[config.mk]
export PLATFORM = sky130hd
export DESIGN_NAME = record_lock_queue_manager_core
export DESIGN_NICKNAME = d
export VERILOG_FILES = /design/src/hdl/rlqm_pkg.sv /design/src/hdl/record_lock_queue_manager_core.sv /design/src/hdl/rlqm_ram.sv
export SDC_FILE = /design/constraint.sdc
export NUM_CORES = 2
export LEC_CHECK = 0
export BUFFER_PORTS_ARGS = -buffer_cell sky130_fd_sc_hd__buf_2
export CORE_ASPECT_RATIO = 0.5
export CORE_MARGIN = 10
export CORE_UTILIZATION = 45
export CTS_CLUSTER_SIZE = 8
export DETAILED_ROUTE_END_ITERATION = 6
export MAX_ROUTING_LAYER = met4
export PLACE_DENSITY = 0.62
export SYNTH_ARGS = -nofsm -noshare
export SYNTH_HDL_FRONTEND = slang
export SYNTH_SLANG_ARGS = --single-unit
[constraint.sdc]
create_clock -name clk -period 9.5 [get_ports clk]
set_input_delay 0 -clock clk [delete_from_list [all_inputs] [get_ports clk]]
set_output_delay 0 -clock clk [all_outputs]
set_load 0.05 [all_outputs]
[src/hdl/rlqm_pkg.sv]
// Shared types and codes for the record lock queue manager.
// No dependencies; imported by the core only.
`default_nettype none

package rlqm_pkg;

    localparam int TABLE_BITS  = 10;
    localparam int RECORD_BITS = 16;
    localparam int KEY_BITS    = TABLE_BITS + RECORD_BITS;
    localparam int REQ_ID_BITS = 8;
    localparam int STATUS_BITS = 3;

    localparam logic REQ_ACQUIRE = 1'b0;
    localparam logic REQ_RELEASE = 1'b1;

    localparam logic [STATUS_BITS-1:0] ST_GRANTED    = 3'd0;
    localparam logic [STATUS_BITS-1:0] ST_QUEUED     = 3'd1;
    localparam logic [STATUS_BITS-1:0] ST_HANDED_ON  = 3'd2;
    localparam logic [STATUS_BITS-1:0] ST_IDLE       = 3'd3;
    localparam logic [STATUS_BITS-1:0] ST_NO_HOLDER  = 3'd4;
    localparam logic [STATUS_BITS-1:0] ST_TABLE_FULL = 3'd5;
    localparam logic [STATUS_BITS-1:0] ST_QUEUE_FULL = 3'd6;

    typedef struct packed {
        logic                   req_type;
        logic [TABLE_BITS-1:0]  table_number;
        logic [RECORD_BITS-1:0] record_key;
        logic [REQ_ID_BITS-1:0] requester_id;
    } in_item_t;

    typedef struct packed {
        logic [STATUS_BITS-1:0] status;
        logic                   grant_valid;
        logic [REQ_ID_BITS-1:0] granted_requester;
    } out_item_t;

endpackage

`default_nettype wire

[src/hdl/record_lock_queue_manager_core.sv]
// Exclusive record lock manager: one FIFO of requesters per active record key.
// Depends on rlqm_pkg (types, status codes) and rlqm_ram (waiter storage).
//
// Usage:
//   Requests enter on in_valid/in_ready with an in_item_t payload. An acquire
//   on a free key takes the lowest free key slot and is granted at once; an
//   acquire on an active key queues the requester behind the holder. A release
//   drops the holder and hands the lock to the next waiter, or frees the slot.
//   Every item produces exactly one result on out_valid/out_ready.
//
//   An item is held in an input register, where the key compare over all
//   slots and the slot update happen, and its result is registered in the
//   result register. One item is taken every cycle while the receiver does
//   not stall; the limit is the single read-modify-write of slot state per
//   cycle. A hand-on reads the next waiter from the waiter RAM, whose
//   registered read port lands alongside the result register.
//
//   When the receiver stalls, the result register holds and the input
//   register fills; in_ready drops until the result is taken.
//   Reset clears all slots, ring heads and counts; no clearing pass is needed.
`default_nettype none

module record_lock_queue_manager_core
    import rlqm_pkg::*;
#(
    parameter int KEY_SLOTS      = 16,
    parameter int QUEUE_DEPTH    = 8,
    parameter int REQUESTER_BITS = 8
) (
    input  wire logic      clk,
    input  wire logic      rst_n,
    input  wire logic      in_valid,
    output logic           in_ready,
    input  wire in_item_t  in_item,
    output logic           out_valid,
    input  wire logic      out_ready,
    output out_item_t      out_item
);

    localparam int SW = (KEY_SLOTS > 1) ? $clog2(KEY_SLOTS) : 1;
    localparam int QW = $clog2(QUEUE_DEPTH);
    localparam int CW = $clog2(QUEUE_DEPTH + 1);
    localparam int PW = QW + 1;
    localparam int RW = (REQUESTER_BITS < REQ_ID_BITS) ? REQUESTER_BITS : REQ_ID_BITS;
    localparam int RAM_DEPTH = KEY_SLOTS * (1 << QW);
    localparam int AW = $clog2(RAM_DEPTH);

    // Handshake and pipeline control
    logic      in_valid_reg, in_valid_next;
    in_item_t  item_reg;
    logic      out_valid_reg, out_valid_next;
    logic      fire;

    // Slot state
    logic [KEY_SLOTS-1:0] slot_valid_reg, slot_valid_next;
    logic [KEY_BITS-1:0]  slot_key_reg  [KEY_SLOTS];
    logic [QW-1:0]        ring_head_reg [KEY_SLOTS];
    logic [QW-1:0]        ring_head_next[KEY_SLOTS];
    logic [CW-1:0]        ring_count_reg [KEY_SLOTS];
    logic [CW-1:0]        ring_count_next[KEY_SLOTS];

    // Result register
    logic [STATUS_BITS-1:0] status_reg, status_next;
    logic                   grant_reg, grant_next;
    logic [RW-1:0]          gid_reg, gid_next;
    logic                   from_ram_reg, from_ram_next;

    // Stage logic
    logic [KEY_BITS-1:0]  key;
    logic [RW-1:0]        req_id;
    logic [KEY_SLOTS-1:0] match_vec;
    logic                 hit;
    logic [SW-1:0]        hit_idx;
    logic                 has_free;
    logic [SW-1:0]        free_idx;
    logic [QW-1:0]        cur_head;
    logic [CW-1:0]        cur_count;
    logic [QW-1:0]        head_inc;
    logic [PW-1:0]        pos_sum;
    logic [QW-1:0]        tail_pos;
    logic                 key_write;

    logic          ram_we, ram_re;
    logic [AW-1:0] ram_waddr, ram_raddr;
    logic [RW-1:0] ram_rdata;

    assign fire     = in_valid_reg && (!out_valid_reg || out_ready);
    assign in_ready = !in_valid_reg || fire;

    always_comb
    begin
        in_valid_next = in_valid_reg;
        if (in_valid && in_ready)
        begin
            in_valid_next = 1'b1;
        end
        else if (fire)
        begin
            in_valid_next = 1'b0;
        end

        out_valid_next = out_valid_reg;
        if (fire)
        begin
            out_valid_next = 1'b1;
        end
        else if (out_ready)
        begin
            out_valid_next = 1'b0;
        end
    end

    // Key lookup and lowest free slot
    assign key    = {item_reg.table_number, item_reg.record_key};
    assign req_id = item_reg.requester_id[RW-1:0];

    always_comb
    begin
        hit      = 1'b0;
        hit_idx  = '0;
        has_free = 1'b0;
        free_idx = '0;
        for (int s = KEY_SLOTS - 1; s >= 0; s--)
        begin
            match_vec[s] = slot_valid_reg[s] && (slot_key_reg[s] == key);
            if (match_vec[s])
            begin
                hit     = 1'b1;
                hit_idx = SW'(s);
            end
            if (!slot_valid_reg[s])
            begin
                has_free = 1'b1;
                free_idx = SW'(s);
            end
        end
    end

    assign cur_head  = ring_head_reg[hit_idx];
    assign cur_count = ring_count_reg[hit_idx];
    assign head_inc  = (cur_head == QW'(QUEUE_DEPTH - 1)) ? '0 : cur_head + QW'(1);
    assign pos_sum   = PW'(cur_head) + PW'(cur_count);
    assign tail_pos  = (pos_sum >= PW'(QUEUE_DEPTH)) ? QW'(pos_sum - PW'(QUEUE_DEPTH))
                                                     : pos_sum[QW-1:0];

    always_comb
    begin
        slot_valid_next = slot_valid_reg;
        for (int s = 0; s < KEY_SLOTS; s++)
        begin
            ring_head_next[s]  = ring_head_reg[s];
            ring_count_next[s] = ring_count_reg[s];
        end
        status_next   = status_reg;
        grant_next    = grant_reg;
        gid_next      = gid_reg;
        from_ram_next = from_ram_reg;
        key_write     = 1'b0;
        ram_we        = 1'b0;
        ram_waddr     = {hit_idx, tail_pos};
        ram_re        = 1'b0;
        ram_raddr     = {hit_idx, head_inc};

        if (fire)
        begin
            grant_next    = 1'b0;
            gid_next      = '0;
            from_ram_next = 1'b0;
            if (item_reg.req_type == REQ_RELEASE)
            begin
                if (!hit || cur_count == '0)
                begin
                    status_next = ST_NO_HOLDER;
                end
                else
                begin
                    ring_head_next[hit_idx]  = head_inc;
                    ring_count_next[hit_idx] = cur_count - CW'(1);
                    if (cur_count == CW'(1))
                    begin
                        slot_valid_next[hit_idx] = 1'b0;
                        status_next = ST_IDLE;
                    end
                    else
                    begin
                        // The next holder's id arrives from the RAM read register.
                        status_next   = ST_HANDED_ON;
                        grant_next    = 1'b1;
                        from_ram_next = 1'b1;
                        ram_re        = 1'b1;
                    end
                end
            end
            else if (hit)
            begin
                if (cur_count >= CW'(QUEUE_DEPTH))
                begin
                    status_next = ST_QUEUE_FULL;
                end
                else
                begin
                    ram_we = 1'b1;
                    ring_count_next[hit_idx] = cur_count + CW'(1);
                    status_next = ST_QUEUED;
                end
            end
            else if (!has_free)
            begin
                status_next = ST_TABLE_FULL;
            end
            else
            begin
                slot_valid_next[free_idx] = 1'b1;
                ring_head_next[free_idx]  = '0;
                ring_count_next[free_idx] = CW'(1);
                key_write   = 1'b1;
                ram_we      = 1'b1;
                ram_waddr   = {free_idx, {QW{1'b0}}};
                status_next = ST_GRANTED;
                grant_next  = 1'b1;
                gid_next    = req_id;
            end
        end
    end

    always_ff @(posedge clk or negedge rst_n)
    begin
        if (!rst_n)
        begin
            in_valid_reg   <= 1'b0;
            out_valid_reg  <= 1'b0;
            slot_valid_reg <= '0;
            for (int s = 0; s < KEY_SLOTS; s++)
            begin
                ring_head_reg[s]  <= '0;
                ring_count_reg[s] <= '0;
            end
        end
        else
        begin
            in_valid_reg   <= in_valid_next;
            out_valid_reg  <= out_valid_next;
            slot_valid_reg <= slot_valid_next;
            for (int s = 0; s < KEY_SLOTS; s++)
            begin
                ring_head_reg[s]  <= ring_head_next[s];
                ring_count_reg[s] <= ring_count_next[s];
            end
        end
    end

    always_ff @(posedge clk)
    begin
        if (in_valid && in_ready)
        begin
            item_reg <= in_item;
        end
        if (key_write)
        begin
            slot_key_reg[free_idx] <= key;
        end
        status_reg   <= status_next;
        grant_reg    <= grant_next;
        gid_reg      <= gid_next;
        from_ram_reg <= from_ram_next;
    end

    rlqm_ram #(
        .WIDTH (RW),
        .DEPTH (RAM_DEPTH)
    ) u_waiter_ram (
        .clk   (clk),
        .we    (ram_we),
        .waddr (ram_waddr),
        .wdata (req_id),
        .re    (ram_re),
        .raddr (ram_raddr),
        .rdata (ram_rdata)
    );

    assign out_valid                  = out_valid_reg;
    assign out_item.status            = status_reg;
    assign out_item.grant_valid       = grant_reg;
    assign out_item.granted_requester = REQ_ID_BITS'(from_ram_reg ? ram_rdata : gid_reg);

    // An active key lives in at most one slot.
    assert property (@(posedge clk) disable iff (!rst_n)
        in_valid_reg |-> $onehot0(match_vec))
        else $error("record key found in more than one slot");

    // A grant is flagged exactly for the two granting status codes.
    assert property (@(posedge clk) disable iff (!rst_n)
        out_valid_reg |-> (grant_reg == (status_reg == ST_GRANTED ||
                                         status_reg == ST_HANDED_ON)))
        else $error("grant flag disagrees with status");

    // A hand-on always takes the next holder from the waiter RAM.
    assert property (@(posedge clk) disable iff (!rst_n)
        ram_re |=> (out_valid_reg && from_ram_reg && status_reg == ST_HANDED_ON))
        else $error("hand-on result not sourced from waiter RAM");

    // The selected slot's ring is never empty while active nor over depth.
    assert property (@(posedge clk) disable iff (!rst_n)
        (in_valid_reg && hit) |-> (cur_count != '0 && cur_count <= CW'(QUEUE_DEPTH)))
        else $error("active slot ring count out of range");

endmodule

`default_nettype wire

[src/hdl/rlqm_ram.sv]
// Generic single-port-write, single-port-read RAM with a registered read.
// No dependencies. The read register holds its value when no read is issued.
`default_nettype none

module rlqm_ram #(
    parameter int WIDTH = 8,
    parameter int DEPTH = 128
) (
    input  wire logic                     clk,
    input  wire logic                     we,
    input  wire logic [$clog2(DEPTH)-1:0] waddr,
    input  wire logic [WIDTH-1:0]         wdata,
    input  wire logic                     re,
    input  wire logic [$clog2(DEPTH)-1:0] raddr,
    output logic      [WIDTH-1:0]         rdata
);

    logic [WIDTH-1:0] mem [DEPTH];
    logic [WIDTH-1:0] rdata_reg;

    always_ff @(posedge clk)
    begin
        if (we)
        begin
            mem[waddr] <= wdata;
        end
        if (re)
        begin
            rdata_reg <= mem[raddr];
        end
    end

    assign rdata = rdata_reg;

endmodule

`default_nettype wire
=== Word-level counts from Yosys, hierarchy flattened ===
Memories as Yosys holds them, arrays and structs flattened. A register that Yosys moved wholly into a read port is not among the register bits.
Index checks and enable logic that the tools add are counted.

* Flip-flop bits (word level): 178
* Bits in writable memories: 1,440
* Bits of input ports: 39
* Output and inout bits: 14
* Logic and storage cells: 263
* Memories: 2

* Add/sub/neg operators: 5
* $lt $le $gt $ge: 10
* Equality and inequality tests: 22
* Multiplexer cells: 133
* Bitwise gates (word level): 11
* Reductions and logical operators: 37

{| class="wikitable"
|+ Memories
! memory !! words !! width !! rd ports !! clocked after Yosys merged registers in !! write ports !! line !! source
|-
| u_waiter_ram.mem || 128 || 8 || 1 || 1 || 1 || rlqm_ram.sv:18 || <nowiki>logic [WIDTH-1:0] mem [DEPTH];</nowiki>
|-
| slot_key_reg || 16 || 26 || 16 || 0 || 1 || record_lock_queue_manager_core.sv:56 || <nowiki>logic [KEY_BITS-1:0] slot_key_reg [KEY_SLOTS];</nowiki>
|}

{| class="wikitable"
|+ Operators with widths
! operator !! number
|-
| $eq A26 B26 Y1 || 16
|-
| $mux W64 || 5
|-
| $mux W48 || 4
|-
| $mux W4 || 36
|-
| $bwmux W64 || 2
|-
| $and A48 B48 Y48 || 2
|-
| $not A48 Y48 || 2
|-
| $mux W16 || 5
|-
| $mux W1 || 56
|-
| $bwmux W48 || 1
|-
| $mux W3 || 11
|-
| $demux W4 S4 || 2
|-
| $or A16 B16 Y16 || 2
|-
| $mux W7 || 4
|-
| $demux W3 S4 || 2
|-
| $logic_and A1 B1 Y1 || 22
|-
| $and A16 B16 Y16 || 1
|-
| $bmux W4 S4 || 1
|-
| $not A16 Y16 || 1
|-
| $bmux W3 S4 || 1
|-
| $ge A5 B5 Y1 const B || 2
|-
| $lt A4 B5 Y1 const B || 2
|-
| $lt A5 B1 Y1 const B || 2
|-
| $not A4 Y5 || 2
|-
| other kinds (23) || 34
|}

=== Depth between registers and ports, before layout ===
An unclocked memory read counts as a cell.

* Depth in word-level cells: 30
* Gate-level depth with buffers: 32
* Depth with buffers taken out: 22

=== Cells and area by module ===
From an unflattened synthesis, not the netlist that was laid out.

* Cells, all modules: 3,856
* Area total of the unflattened synthesis: 68,126.6 um^2

{| class="wikitable"
|+ Modules (own cells, without submodules)
! module !! instances !! cells each !! area an instance (um^2) !! sequential area each (um^2)
|-
| rlqm_ram || 1 || 1,635 || 39,745.6 || 30,989.7
|-
| record_lock_queue_manager_core || 1 || 2,221 || 28,381.0 || 17,186.5
|}

=== Worst setup path before layout ===
Ideal clock, no wire load.

* Path kind: register -> register
* From: reg item_reg[29] (netlist bit)
* To: reg u_waiter_ram.rdata_reg[5], in the netlist u_waiter_ram.rdata[5] (read register of u_waiter_ram.mem), data pin
* Setup time: 0.262 ns
* Arrival: 7.196 ns
* Path slack: 2.041 ns
* Cell stages (with the launch flop): 30
* Cell sequence: edfxtp_1 buf_4 xor2_1 or4_1 nand4bb_1 or4_4 o211a_1 a2111oi_2 nor3_4 buf_4 nand3_1 a21oi_2 mux2_4 inv_4 buf_4 buf_4 buf_6 buf_2 clkbuf_1 ha_1 buf_4 buf_4 clkbuf_1 buf_1 clkbuf_1 mux4_2 a22oi_1 o21ai_0 a21oi_1 nand3_1

* Longest elaborated chain between the ends: 27
* Elaborated cells between the ends (all ways): 82
* Those cells by class: add/sub: 1; eq/ne: 18; mux: 43; bitwise: 1; reduce/logical: 19

{| class="wikitable"
|+ Ends and longest elaborated chain
! what !! line !! source
|-
| start, declared || record_lock_queue_manager_core.sv:50 || <nowiki>in_item_t item_reg;</nowiki>
|-
| start signal, assigned || record_lock_queue_manager_core.sv:256 || <nowiki>item_reg <= in_item;</nowiki>
|-
| $eq A26 B26 Y1 || record_lock_queue_manager_core.sv:125 || <nowiki>match_vec[s] = slot_valid_reg[s] && (slot_key_reg[s] == key);</nowiki>
|-
| $logic_and A1 B1 Y1 || record_lock_queue_manager_core.sv:125 ||
|-
| $mux W4 (16 in series) || record_lock_queue_manager_core.sv:126 || <nowiki>if (match_vec[s])</nowiki>
|-
| $not A4 Y5 (not written as such) || record_lock_queue_manager_core.sv:139, record_lock_queue_manager_core.sv:140 ||
|-
| $bmux W4 S4 || record_lock_queue_manager_core.sv:140 || <nowiki>assign cur_count = ring_count_reg[hit_idx];</nowiki>
|-
| $mux W4 (not written as such) (2 in series) || record_lock_queue_manager_core.sv:140 ||
|-
| $eq A4 B1 Y1 / $logic_not A4 Y1 (equally long branches) || record_lock_queue_manager_core.sv:179, record_lock_queue_manager_core.sv:171 ||
|-
| $mux W1 / $logic_or A1 B1 Y1 (equally long branches) || record_lock_queue_manager_core.sv:179, record_lock_queue_manager_core.sv:171 ||
|-
| $mux W1 (2 in series) || n/a ||
|-
| $mux W1 || record_lock_queue_manager_core.sv:164 || <nowiki>if (fire)</nowiki>
|-
| end, declared || rlqm_ram.sv:19 || <nowiki>logic [WIDTH-1:0] rdata_reg;</nowiki>
|}

Several ways; a longest one is shown, not always the timed one. The select of a mux whose other input is x is not followed.
A chain may end at the register's enable or synchronous reset.

=== Worst setup path in the final report ===
* From: reg item_reg[23] (netlist bit)
* To: mem u_waiter_ram.mem[68][2] (enable)

* Longest elaborated chain between the ends: 29
* Elaborated cells between the ends (all ways): 86
* Those cells by class: add/sub: 2; order compare: 2; eq/ne: 16; mux: 49; bitwise: 1; reduce/logical: 16

{| class="wikitable"
|+ Ends and longest elaborated chain
! what !! line !! source
|-
| $eq A26 B26 Y1 || record_lock_queue_manager_core.sv:125 ||
|-
| $logic_and A1 B1 Y1 || record_lock_queue_manager_core.sv:125 ||
|-
| $mux W4 (16 in series) || record_lock_queue_manager_core.sv:126 ||
|-
| $not A4 Y5 (not written as such) || record_lock_queue_manager_core.sv:139, record_lock_queue_manager_core.sv:140 ||
|-
| $bmux W3 S4 / $bmux W4 S4 (equally long branches) || record_lock_queue_manager_core.sv:139, record_lock_queue_manager_core.sv:140 ||
|-
| $mux W3 (not written as such) / $mux W4 (equally long branches) (2 in series) || record_lock_queue_manager_core.sv:139, record_lock_queue_manager_core.sv:140 ||
|-
| $add A3 B4 Y4 / $ge A4 B4 Y1 (equally long branches) || record_lock_queue_manager_core.sv:142, record_lock_queue_manager_core.sv:196 ||
|-
| $ge A4 B4 Y1, or another cell as far along || record_lock_queue_manager_core.sv:143 || <nowiki>assign tail_pos = (pos_sum >= PW'(QUEUE_DEPTH)) ? QW'(pos_sum - PW'(QUEUE_DEPTH))</nowiki>
|-
| $mux W3 / $mux W1 (equally long branches) || record_lock_queue_manager_core.sv:143, record_lock_queue_manager_core.sv:194 ||
|-
| $mux W7 / $mux W1 (equally long branches) || record_lock_queue_manager_core.sv:207, record_lock_queue_manager_core.sv:169 ||
|-
| $mux W7 / $mux W1 (equally long branches) || record_lock_queue_manager_core.sv:194, record_lock_queue_manager_core.sv:164 ||
|-
| $mux W7 / $mux W1 (equally long branches) || record_lock_queue_manager_core.sv:169, rlqm_ram.sv:23 ||
|-
| $mux W7 / $mux W1 (equally long branches) || record_lock_queue_manager_core.sv:164, rlqm_ram.sv:25 ||
|-
| end, declared || rlqm_ram.sv:18 ||
|}

Several ways; a longest one is shown, not always the timed one. The select of a mux whose other input is x is not followed.

==> flow_metrics.env <==
export IMPL_status="completed"
export IMPL_first_pass_iters=7
export IMPL_hold_class="input pin to flop"
export IMPL_syn_to_final_growth_pct=15.2
export IMPL_post_dp_hpwl_um=147000
export IMPL_rsz0062_at_grt="false"
export IMPL_wirelength_um=227000
export IMPL_drc=0
export IMPL_fmax_mhz=112
export IMPL_die_h_um=297
export IMPL_min_path_cells=2
export IMPL_root_buffer="clkbuf_16"
export IMPL_seq_area_mm2=0.0482
export IMPL_num_fill_cells=12400
export IMPL_hold_viol=0
export IMPL_cp_data_required_time_ps=9980
export IMPL_dieArea_mm2=0.170
export IMPL_p_leak_nw=25.9
export IMPL_fp_dieW_um=573
export IMPL_ys_ff_latch=1626
export IMPL_drive_above_1_share_pct=13.5
export IMPL_rows=101
export IMPL_clock_tree_buffer_depth=3
export IMPL_cts_resized=0
export IMPL_crit_path_end_kind="flop"
export IMPL_ys_warn_count=0
export IMPL_netlist_area_mm2=0.0689
export IMPL_finalNetCount=4924
export IMPL_crit_chain="buf_4 > xnor2_1 > nand4_1 > or4_1 > o211ai_1 > a21o_1 > a21oi_1 > o31ai_1 > a21boi_0 > nand2b_1 > o221ai_1 > a22oi_1 > nand2_1 > inv_1 > ha_1 > fa_1 > xnor2_1 > xnor2_1 > nand2_1 > a211o_1 > buf_12 > nor2_1"
export IMPL_setup_slack_ps=598
export IMPL_synth_top_area_cell="edfxtp_1"
export IMPL_tns_ps=0
export IMPL_ff2ff_path_depth=22
export IMPL_avgSynthCellArea_um2=15.1
export IMPL_fin_cells=7030
export IMPL_vias=44900
export IMPL_gp_congestion=0.999
export IMPL_async_flop_share_pct=8.00
export IMPL_tritoncts_num_buffers=221
export IMPL_ys_types=100
export IMPL_largest_reg_flops=1024
export IMPL_cts_tree="yes"
export IMPL_synth_edf_count=1496
export IMPL_cpMostUsedCell="xnor2_1"
export IMPL_path_max_fanout=18
export IMPL_grt_pass1_wl_um=323000
export IMPL_finalSetupViolCount=0
export IMPL_port_buffers=52
export IMPL_cp_slowest_cell="o31ai_1"
export IMPL_post_place_ws_ps=910
export IMPL_fin_worst_skew_ps=93.3
export IMPL_htreeDepth=4
export IMPL_postRouteAntennaNets=0
export IMPL_yosysSeqAreaShare_pct=69.9
export IMPL_wl_per_cell_um=32.3
export IMPL_antenna_found_initial=9
export IMPL_grt_max_degree=114
export IMPL_finalCritPeriodShare_pct=93.7
export IMPL_power_density_mw_per_mm2=265
export IMPL_initial_core_util_pct=45.4
export IMPL_critPathLaunchType="flop"
export IMPL_synth_area_top_cells="edfxtp_1, dfrtp_1, mux2i_1, mux4_2, xnor2_1"
export IMPL_grt_pass1_vias=43600
export IMPL_hold_buffers=77
export IMPL_dp_cells=6638
export IMPL_slew_violations=0
export IMPL_synth_top_area_share_pct=65.2
export IMPL_synth_nets=4622
export IMPL_gr_usage_all_layers_pct=26.5
export IMPL_clkLatencyLatePin_ps=870
export IMPL_relSlewSlack_pct=12.2
export IMPL_slowest_delay_ps=890
export IMPL_p_total_mw=21.1
export IMPL_drt_initial_drc_count=6608
export IMPL_period_needed_ps=8900
export IMPL_cts_setup_buffers=0
export IMPL_vdd_drop_max_uv=264
export IMPL_tightest_slew_ps=1280
export IMPL_fin_area_mm2=0.0794
export IMPL_placed_area_mm2=0.0724
export IMPL_core_mm2=0.152
export IMPL_cts_sinks=1626
export IMPL_vias_per_cell=6.39
export IMPL_drv_cap=0
export IMPL_cp_data_arrival_time_ps=9380
export IMPL_grt_ovfl_total=0
export IMPL_clkTransAtPathRegs_ps=50
export IMPL_criticalPathCategory="flop to flop"
export IMPL_synthFlopType="edfxtp_1"
export IMPL_syn_inst=4577
export IMPL_io_pins=53
export IMPL_multi_input_area_mm2=0.0197
-- through the flow --
stage	util (%)	hold WS, ps
final	52.3	48.0
after global routing	52.3	17.6
after CTS	52.2	16.7
after detailed placement	47.7	73.0
after global placement	47.6	73.3
after floorplan	-	-296
-- metal layers --
metal | wire length, µm | global-route usage, % | vias to the layer above
met3 | 25200 | 5.90 | 569
met5 | 0 | - | -
met1 | 90400 | 35.7 | 22900
met4 | 10300 | 10.6 | 0
met2 | 101000 | 39.2 | 3039
li1 | - | - | 18400
-- cells by family (layout without fill, tap and decap cells) --
kind of cell / Yosys count / in the layout / share of synthesized area [%]
DFF: 1626 / 1626 / 69.9
and+or+nand+nor: 1200 / 1200 / 8.74
AOI/OAI and AO/OA: 690 / 690 / 6.94
xor gates and xnor gates: 430 / 430 / 5.46
muxes: 360 / 360 / 6.97
buffers and inverters: 265 / 649 / 1.85
adders and majority gates: 6 / 6 / 0.120
other: 0 / 9 / 0
-- path summary, 6_finish.rpt --
check	slack (ps)	from	to
max in group asynchronous	8370	rst_n	in_valid_reg$_DFFE_PN0P_
hold / removal	50	in_item[9]	item_reg[9]$_DFFE_PP_
setup / recovery	600	item_reg[23]$_DFFE_PP_	u_waiter_ram.mem[68][2]$_DFFE_PP_
hold reg to reg	470	ring_count_reg[11]$_DFFE_PN0P_	ring_count_reg[11]$_DFFE_PN0P_
setup reg to reg	600	item_reg[23]$_DFFE_PP_	u_waiter_ram.mem[68][2]$_DFFE_PP_
min in group asynchronous	320	rst_n	slot_valid_reg[15]$_DFFE_PN0P_
-- cell type report --
| type | instances | area share, % |
|---|---|---|
| sequential | 1626 | 60.7 |
| multi-input combinational | 2686 | 24.8 |
| antenna | 9 | 0.0284 |
| timing repair buffer | 325 | 3.41 |
| clock inverter | 14 | 0.441 |
| tap | 2060 | 3.25 |
| inverter | 19 | 0.0993 |
| clock buffer | 291 | 7.32 |
-- critical path: cells and delay by family (launching register included) --
family                     cells  cell delay [ps]
AOI/OAI and AO/OA              8             3040
and+or+nand+nor                6             2330
buffers and inverters          3              850
xor gates and xnor gates       3              820
DFF                            1              800
adders and majority gates      2              660
-- power breakdown --
group | internal [mW] | switching, mW | total (mW) | leakage [nW]
sequential | 8.09 | 0.161 | 8.25 | 15.1
clock | 4.21 | 2.99 | 7.20 | 2.95
combinational | 1.70 | 3.91 | 5.61 | 7.83
total | 14.0 | 7.07 | 21.1 | 25.9
-- cells in the final DEF, fill, tap and decap left out, types with 30 or more instances in the layout --
| master | netlist | final |
|---|---|---|
| edfxtp_1 | 1496 | 1496 |
| nor2_1 | 324 | 309 |
| nand2_1 | 271 | 271 |
| mux2i_1 | 241 | 241 |
| xnor2_1 | 238 | 237 |
| clkbuf_16 | 0 | 222 |
| xor2_1 | 192 | 191 |
| buf_4 | 32 | 181 |
| nand4_1 | 155 | 155 |
| o21ai_0 | 152 | 152 |
| dfrtp_1 | 130 | 130 |
| a21oi_1 | 116 | 116 |
| mux4_2 | 93 | 93 |
| nand3_1 | 91 | 91 |
| dlygate4sd3_1 | 0 | 76 |
| nor4_1 | 77 | 74 |
| nor3_1 | 75 | 71 |
| clkbuf_1 | 112 | 69 |
| a221oi_1 | 65 | 65 |
| buf_2 | 85 | 52 |
| o22ai_1 | 51 | 51 |
| a22oi_1 | 38 | 36 |
| and2_1 | 30 | 30 |
-- cell usage after synthesis (all sizes together), types with 19 or more instances --
master  instances
or4            23
a31oi          23
dfrtp         130
o311ai         31
nor4           77
xor2          192
xnor2         238
edfxtp       1496
buf           134
a22o           21
clkbuf        112
o21ai         155
nor3           76
and3           27
nand4         157
and2           31
inv            19
mux2           25
a22oi          38
a211oi         26
o22ai          51
nand3          93
a21oi         118
nor2          324
nor2b          28
a221oi         66
mux2i         242
mux4           93
nand2         275
Power figures use the tool's default switching activity.
